===== src/rtl/bwgm_pkg.sv =====
package bwgm_pkg;

    // nibble width of one symbol and symbols held in one input word
    localparam int unsigned NIB_W      = 4;
    localparam int unsigned WORD_NIBS  = 16;
    localparam int unsigned WORD_W     = NIB_W * WORD_NIBS;
    localparam int unsigned CFG_IDX_W  = 2;

    // configuration register indexes
    localparam logic [CFG_IDX_W-1:0] CFG_STAR    = 2'd0;
    localparam logic [CFG_IDX_W-1:0] CFG_ANY_ONE = 2'd1;
    localparam logic [CFG_IDX_W-1:0] CFG_END     = 2'd2;

    // register reset values
    localparam logic [NIB_W-1:0] STAR_RST    = 4'd10;
    localparam logic [NIB_W-1:0] ANY_ONE_RST = 4'd11;
    localparam logic [NIB_W-1:0] END_RST     = 4'd15;

    // kind of the pattern symbol being applied
    typedef enum logic [1:0] {
        PK_STAR,
        PK_ONE,
        PK_LIT
    } t_pkind;

    // sequencer state
    typedef enum logic {
        ST_IDLE,
        ST_RUN
    } t_state;

    // control broadcast to every cell
    typedef struct packed {
        logic             load;
        logic             step;
        t_pkind           kind;
        logic [NIB_W-1:0] pat;
    } t_cell_ctrl;

endpackage


===== src/rtl/bwgm_cell.sv =====
module bwgm_cell
    import bwgm_pkg::*;
(
    input  logic             i_clk,
    input  logic             i_rst_n,
    input  t_cell_ctrl       i_ctrl,
    input  logic             i_init,
    input  logic [NIB_W-1:0] i_sym,
    input  logic             i_live,
    input  logic             i_left,
    input  logic             i_star_or,
    output logic             o_match,
    output logic             o_live
);

    logic             r_state;
    logic             n_state;
    logic             r_live;
    logic [NIB_W-1:0] r_sym;

    // one column of the match table: apply the current pattern symbol
    always_comb begin
        n_state = r_state;
        if (i_ctrl.load) begin
            n_state = i_init;
        end else if (i_ctrl.step) begin
            unique case (i_ctrl.kind)
                PK_STAR: n_state = r_state | i_star_or;
                PK_ONE:  n_state = i_left;
                PK_LIT:  n_state = i_left & (r_sym == i_ctrl.pat);
                default: n_state = 1'b0;
            endcase
        end
    end

    // match bit and length flag
    always_ff @(posedge i_clk) begin
        if (!i_rst_n) begin
            r_state <= 1'b0;
            r_live  <= 1'b0;
        end else begin
            r_state <= n_state;
            if (i_ctrl.load) begin
                r_live <= i_live;
            end
        end
    end

    // subject symbol held by this cell
    always_ff @(posedge i_clk) begin
        if (i_ctrl.load) begin
            r_sym <= i_sym;
        end
    end

    assign o_match = r_state;
    assign o_live  = r_live;

endmodule


===== src/rtl/bcd_wildcard_glob_match_top.sv =====
// Glob match of a nibble pattern against a nibble subject.
//
// Request channel: drive i_subject and i_pattern with start high; the request
// is taken at a clock edge where start is high and busy is low. busy stays
// high while the request is worked on.
// Result channel: o_valid pulses for one cycle with o_matched; the receiver
// cannot stall, so the result must be taken in that cycle.
// Config channel: i_cfg_valid / o_cfg_ready with i_cfg_index and i_cfg_data
// write star code (0), any-one code (1) and end code (2); write only while idle.
//
// A row of LIMIT+1 cells, one per subject prefix length, holds the match
// column; one pattern symbol is applied to the whole row per cycle.
// The row steps through the lp pattern symbols, lp being the pattern length
// (at most LIMIT = min(SYMBOLS,16)), then the result is registered into
// o_valid; a new request is taken at the earliest at the edge that ends
// the o_valid cycle, so a new request is not taken before the last result
// has been shown.
// Reset (synchronous, active low) returns to idle and restores the codes to
// star 10, any-one 11, end 15.
module bcd_wildcard_glob_match_top
    import bwgm_pkg::*;
#(
    parameter int unsigned SYMBOLS = 16
) (
    input  logic                 i_clk,
    input  logic                 i_rst_n,
    input  logic                 start,
    output logic                 busy,
    input  logic [WORD_W-1:0]    i_subject,
    input  logic [WORD_W-1:0]    i_pattern,
    output logic                 o_valid,
    output logic                 o_matched,
    input  logic                 i_cfg_valid,
    output logic                 o_cfg_ready,
    input  logic [CFG_IDX_W-1:0] i_cfg_index,
    input  logic [NIB_W-1:0]     i_cfg_data
);

    localparam int unsigned LIMIT = (SYMBOLS < WORD_NIBS) ? SYMBOLS : WORD_NIBS;
    localparam int unsigned PW    = NIB_W * LIMIT;
    localparam int unsigned CW    = $clog2(LIMIT + 1);

    logic [NIB_W-1:0] r_star;
    logic [NIB_W-1:0] r_any;
    logic [NIB_W-1:0] r_end;

    t_state           r_st;
    t_state           n_st;
    logic [PW-1:0]    r_pat;
    logic [PW-1:0]    n_pat;
    logic [CW-1:0]    r_cnt;
    logic [CW-1:0]    n_cnt;
    logic             r_valid;
    logic             n_valid;
    logic             r_matched;
    logic             n_matched;

    t_cell_ctrl       ctrl;
    t_pkind           cur_kind;
    logic [NIB_W-1:0] cur_pat;
    logic [LIMIT:0]   cell_match;
    logic [LIMIT:0]   cell_live;
    logic [LIMIT:0]   load_live;
    logic [LIMIT:0]   star_or;
    logic [LIMIT:0]   left_in;
    logic [LIMIT-1:0] sub_neq;
    logic             final_match;

    // config registers
    assign o_cfg_ready = 1'b1;

    always_ff @(posedge i_clk) begin
        if (!i_rst_n) begin
            r_star <= STAR_RST;
            r_any  <= ANY_ONE_RST;
            r_end  <= END_RST;
        end else if (i_cfg_valid && o_cfg_ready) begin
            if (i_cfg_index == CFG_STAR) begin
                r_star <= i_cfg_data;
            end
            if (i_cfg_index == CFG_ANY_ONE) begin
                r_any <= i_cfg_data;
            end
            if (i_cfg_index == CFG_END) begin
                r_end <= i_cfg_data;
            end
        end
    end

    // subject length flags: cell j lies within the subject when no end code precedes it
    genvar g;
    generate
        for (g = 0; g < LIMIT; g++) begin : g_neq
            assign sub_neq[g] = (i_subject[WORD_W-1-NIB_W*g -: NIB_W] != r_end);
        end
    endgenerate

    assign load_live[0] = 1'b1;
    generate
        for (g = 1; g <= LIMIT; g++) begin : g_live
            assign load_live[g] = &sub_neq[g-1:0];
        end
    endgenerate

    // star spans: or of all shorter prefixes
    assign star_or[0] = 1'b0;
    assign left_in[0] = 1'b0;
    generate
        for (g = 1; g <= LIMIT; g++) begin : g_star
            assign star_or[g] = |cell_match[g-1:0];
            assign left_in[g] = cell_match[g-1];
        end
    endgenerate

    // current pattern symbol and its kind: star first, then any-one, else literal
    assign cur_pat = r_pat[PW-1 -: NIB_W];

    always_comb begin
        if (cur_pat == r_star) begin
            cur_kind = PK_STAR;
        end else if (cur_pat == r_any) begin
            cur_kind = PK_ONE;
        end else begin
            cur_kind = PK_LIT;
        end
    end

    // result: match bit of the cell at the subject length
    always_comb begin
        final_match = 1'b0;
        for (int k = 0; k < LIMIT; k++) begin
            final_match = final_match | (cell_match[k] & cell_live[k] & ~cell_live[k+1]);
        end
        final_match = final_match | (cell_match[LIMIT] & cell_live[LIMIT]);
    end

    // sequencer
    always_comb begin
        n_st      = r_st;
        n_pat     = r_pat;
        n_cnt     = r_cnt;
        n_valid   = 1'b0;
        n_matched = r_matched;
        ctrl.pat  = cur_pat;
        ctrl.kind = cur_kind;
        ctrl.load = 1'b0;
        ctrl.step = 1'b0;
        unique case (r_st)
            ST_IDLE: begin
                if (start) begin
                    ctrl.load = 1'b1;
                    n_pat     = i_pattern[WORD_W-1 -: PW];
                    n_cnt     = '0;
                    n_st      = ST_RUN;
                end
            end
            ST_RUN: begin
                if ((r_cnt == CW'(LIMIT)) || (cur_pat == r_end)) begin
                    n_valid   = 1'b1;
                    n_matched = final_match;
                    n_st      = ST_IDLE;
                end else begin
                    ctrl.step = 1'b1;
                    n_pat     = {r_pat[PW-NIB_W-1:0], {NIB_W{1'b0}}};
                    n_cnt     = r_cnt + 1'b1;
                end
            end
            default: n_st = ST_IDLE;
        endcase
    end

    always_ff @(posedge i_clk) begin
        if (!i_rst_n) begin
            r_st      <= ST_IDLE;
            r_cnt     <= '0;
            r_valid   <= 1'b0;
            r_matched <= 1'b0;
        end else begin
            r_st      <= n_st;
            r_cnt     <= n_cnt;
            r_valid   <= n_valid;
            r_matched <= n_matched;
        end
    end

    always_ff @(posedge i_clk) begin
        r_pat <= n_pat;
    end

    assign busy      = (r_st != ST_IDLE);
    assign o_valid   = r_valid;
    assign o_matched = r_matched;

    // row of cells, cell j tracks a match against the first j subject symbols
    generate
        for (g = 0; g <= LIMIT; g++) begin : g_cell
            logic [NIB_W-1:0] cell_sym;
            if (g == 0) begin : g_first
                assign cell_sym = '0;
            end else begin : g_rest
                assign cell_sym = i_subject[WORD_W-1-NIB_W*(g-1) -: NIB_W];
            end
            bwgm_cell u_cell (
                .i_clk     (i_clk),
                .i_rst_n   (i_rst_n),
                .i_ctrl    (ctrl),
                .i_init    (g == 0),
                .i_sym     (cell_sym),
                .i_live    (load_live[g]),
                .i_left    (left_in[g]),
                .i_star_or (star_or[g]),
                .o_match   (cell_match[g]),
                .o_live    (cell_live[g])
            );
        end
    endgenerate

    // checks
    a_accept_busy: assert property (@(posedge i_clk) disable iff (!i_rst_n)
        (start && !busy) |=> busy)
        else $error("request accepted but block not busy");

    a_valid_pulse: assert property (@(posedge i_clk) disable iff (!i_rst_n)
        r_valid |=> !r_valid)
        else $error("result strobe longer than one cycle");

    a_valid_idle: assert property (@(posedge i_clk) disable iff (!i_rst_n)
        r_valid |-> !busy)
        else $error("result shown while still busy");

    a_cnt_range: assert property (@(posedge i_clk) disable iff (!i_rst_n)
        busy |-> (r_cnt <= CW'(LIMIT)))
        else $error("pattern counter past limit");

    a_empty_row: assert property (@(posedge i_clk) disable iff (!i_rst_n)
        (busy && (cell_match == '0)) |=> (busy || !o_matched))
        else $error("match reported with empty match column");

endmodule

===== config.mk =====
export PLATFORM = sky130hd
export DESIGN_NAME = bcd_wildcard_glob_match_top
export DESIGN_NICKNAME = d
export VERILOG_FILES = /design/src/rtl/bwgm_pkg.sv /design/src/rtl/bwgm_cell.sv /design/src/rtl/bcd_wildcard_glob_match_top.sv
export SDC_FILE = /design/constraint.sdc
export NUM_CORES = 1
export LEC_CHECK = 0
export ABC_AREA = 1
export BUFFER_PORTS_ARGS = -buffer_cell sky130_fd_sc_hd__buf_2
export CAP_MARGIN = 0
export CORE_MARGIN = 2
export CORE_UTILIZATION = 55
export CTS_CLUSTER_SIZE = 40
export DETAILED_ROUTE_END_ITERATION = 12
export GPL_TIMING_DRIVEN = 0
export MAX_ROUTING_LAYER = met4
export PLACE_DENSITY = 0.83
export SLEW_MARGIN = 0
export SYNTH_ARGS = -nofsm -noshare
export SYNTH_HDL_FRONTEND = slang
export SYNTH_HIERARCHICAL = 1
export SYNTH_SLANG_ARGS = --single-unit

===== constraint.sdc =====
create_clock -name i_clk -period 9.8 [get_ports i_clk]
set_input_delay 0.98 -clock i_clk [delete_from_list [all_inputs] [get_ports i_clk]]
set_output_delay 0.98 -clock i_clk [all_outputs]
set_load 0.02 [all_outputs]

==> reports/results.ini <==
[timing]
rsz0062_at_grt = false
worstMarginPinSlew_ns = 1.35
drv_slew = 0
fin_crit_sh_pct = 34.4
post-route-min-period_ns = 3.37
setup_viol = 0
max-slew-margin-rel_pct = 10.0
timing.fmax_ghz = 0.297
hold_violations = 0
fin_worst_skew_ns = 0.00992

[cells_and_area]
fillers = 1405
area_growth_pct = 17.8
final_cells = 1589
fin_area_um2 = 12000
mostFrequentLayoutCells = nand2_1 (280), inv_1 (176), buf_2 (146)
drive_gt1_share_pct = 21.9
final_common_cell = nand2_1
fin_nets = 1487
final_core_util_pct = 66.6

[cts]
htreeDepth = 4
cts_hold_buf = 0
post_cts_buffers = 0
cts_tree = yes
clkTransAtPathRegs_ns = 0.07
cts_buffers = 17
cts_sinks = 186
clockRootBuffer = clkbuf_16
clockBufferDepth = 2
clock_latency_ns = 0.43
cts_resized = 0

[yosys]
synth.distinct_cells = 35
synth_top_area_share_pct = 38.8
synth-async-reset-ratio_pct = 0
yosys_most_used_dff = edfxtp_1
synth_edf_count = 132
yosys-top-cells-area = edfxtp_1 (39%), dfxtp_1 (11%), nand2_1 (10%), xor2_1 (6.9%), mux2_2 (6.6%)
ys_seq_elements = 186
syn_avg_cell_area_um2 = 8.82
synth_top_area_cell = edfxtp_1
yosys_warnings = 6
synthesis.area_um2 = 10200
postSynthCellCount = 1159
yosysSeqAreaShare_pct = 49.4

[placement]
port_buffers = 140
dpl_cell_area_um2 = 11500
gp_congestion = 0.815
placed_cells = 1557
dp_hpwl_mm = 15.9

[worst_setup_path]
path_max_fanout = 34
reg2reg_slack_ns = 6.43
r2r_start = r_pat[60]$_DFFE_PP_
path_class = register to register
crit_path_start = r_pat[60]$_DFFE_PP_
arrival_ns = 3.73
crit_path_end_kind = register
worstPathRequired_ns = 10.16
critPathLaunchType = register

[power_and_ir_drop]
p_leak_nw = 5.56
powerDensity_nw_per_um2 = 174
vdd_drop_max_v = 0.000136

[outcome]
status = finished clean

[global_routing]
gr-usage-all-layers_pct = 24.6
grt_pass1_wl_mm = 37.5
overflow = 0
antenna_found_initial = 1
grt_max_degree = 66
first_global_vias = 8189

[routing]
wl_mm = 22.9
first_iter_violations = 588
vias_per_cell = 5.07
drcViolationCount = 0
ant_nets = 0
via_count = 8051
firstDrtPassIters = 7
wire_per_inst_um = 14.4

[die]
start_util_pct = 56.5
die_width_um = 140
dieHeight_um = 140
io_pins = 142
core_um2 = 18100
num_rows = 49
dieArea_um2 = 19700

[run]
cap_violations = 0

[hold_path]
holdCritPathClass = register to register
min_from = r_star[1]$_SDFFE_PN1P_

## power by group
part	leakage, nW	internal, W	switching [W]
sequential	1.73	0.000934	0.0000525
clock	0.286	0.000378	0.000304
combinational	3.54	0.000173	0.000248
total	5.56	0.00149	0.000604
## layer usage
layer	global-route usage [%]	routed length (um)	vias to the layer above
li1	-	-	4063
met1	29.3	9930	3712
met5	-	0	-
met3	6.02	1650	39
met4	8.77	414	0
met2	40.8	10900	237
## worst max-delay path, cell delays in order, from the launching register on
cell	delay (ns)
edfxtp_1	1.25
nand2_1	0.11
nand2_1	0.10
nor2_1	0.04
nand2_1	0.23
nand3_2	0.25
inv_1	0.79
o31ai_1	0.19
nand2_1	0.10
nand2_1	0.08
a21oi_2	0.13
## cells in the mapped netlist, drive strengths merged, types with 2 or more instances
| library cell | number |
|---|---|
| nand3b | 6 |
| nand4 | 6 |
| nor2 | 146 |
| xnor2 | 10 |
| o211ai | 5 |
| dfxtp | 54 |
| ha | 2 |
| o31ai | 17 |
| nor3 | 4 |
| nand3 | 43 |
| conb | 2 |
| nand2 | 288 |
| a21oi | 25 |
| or2 | 5 |
| inv | 183 |
| o21bai | 17 |
| mux2 | 60 |
| clkbuf | 3 |
| xor2 | 80 |
| o21ai | 55 |
| buf | 15 |
| edfxtp | 132 |
## state kept, by name, summed over array words and instances, names as in the netlist, 4 cells and up
signal,cells
g_cell.u_cell/r_sym,68
r_pat,64
g_cell.u_cell/o_live,17
g_cell.u_cell/o_match,17
r_cnt,5
r_any,4
r_end,4
r_star,4
## kinds of logic (layout without fill, tap and decap cells)
logic type               after synthesis  after routing  synth area share (%)
multiplexers                          60             60                  6.61
adder cells (fa/ha/maj)                2              2                 0.245
other                                  2             26                0.0735
AND/OR/NAND/NOR                      498            498                  20.1
XOR/XNOR                              90             90                  7.71
buffers and inverters                201            378                  8.43
flip-flops                           186            186                  49.4
AO/OA/AOI/OAI                        120            120                  7.48
## worst paths after layout
path | end | depth (start not counted)
worst min-delay path | r_star[1]$_SDFFE_PN1P_ | 2
worst max register to register | g_cell[12].u_cell/o_match$_SDFFE_PN0P_ | 10
worst min register to register | r_star[1]$_SDFFE_PN1P_ | 2
worst max-delay path | g_cell[12].u_cell/o_match$_SDFFE_PN0P_ | 10
## stage by stage
| step | total power (W) | setup slack (ns) | TNS, ns | hold WS [ns] |
|---|---|---|---|---|
| finish | 0.00209 | 6.43 | 0 | 0.488 |
| global route | 0.00219 | 6.10 | 0 | 0.516 |
| CTS | 0.00210 | 6.37 | 0 | 0.491 |
| detailed placement | 0.00142 | 6.40 | 0 | 0.478 |
| global placement | 0.00140 | -0.792 | -51.23 | 0.464 |
| floorplan | 0.00129 | 2.31 | 0 | 0.448 |
## layout make-up
type,instances,area [um2],share of cell area [%]
Sequential cell,186,5040,41.9
Multi-Input combinational cell,795,4420,36.8
Timing Repair Buffer,146,843,7.01
Inverter,183,687,5.71
Clock buffer,18,429,3.57
Tap cell,229,287,2.38
Buffer,18,174,1.44
Clock inverter,13,145,1.21
Antenna cell,1,2.50,0.0208
Note: power is estimated with default switching activity, not from simulation.
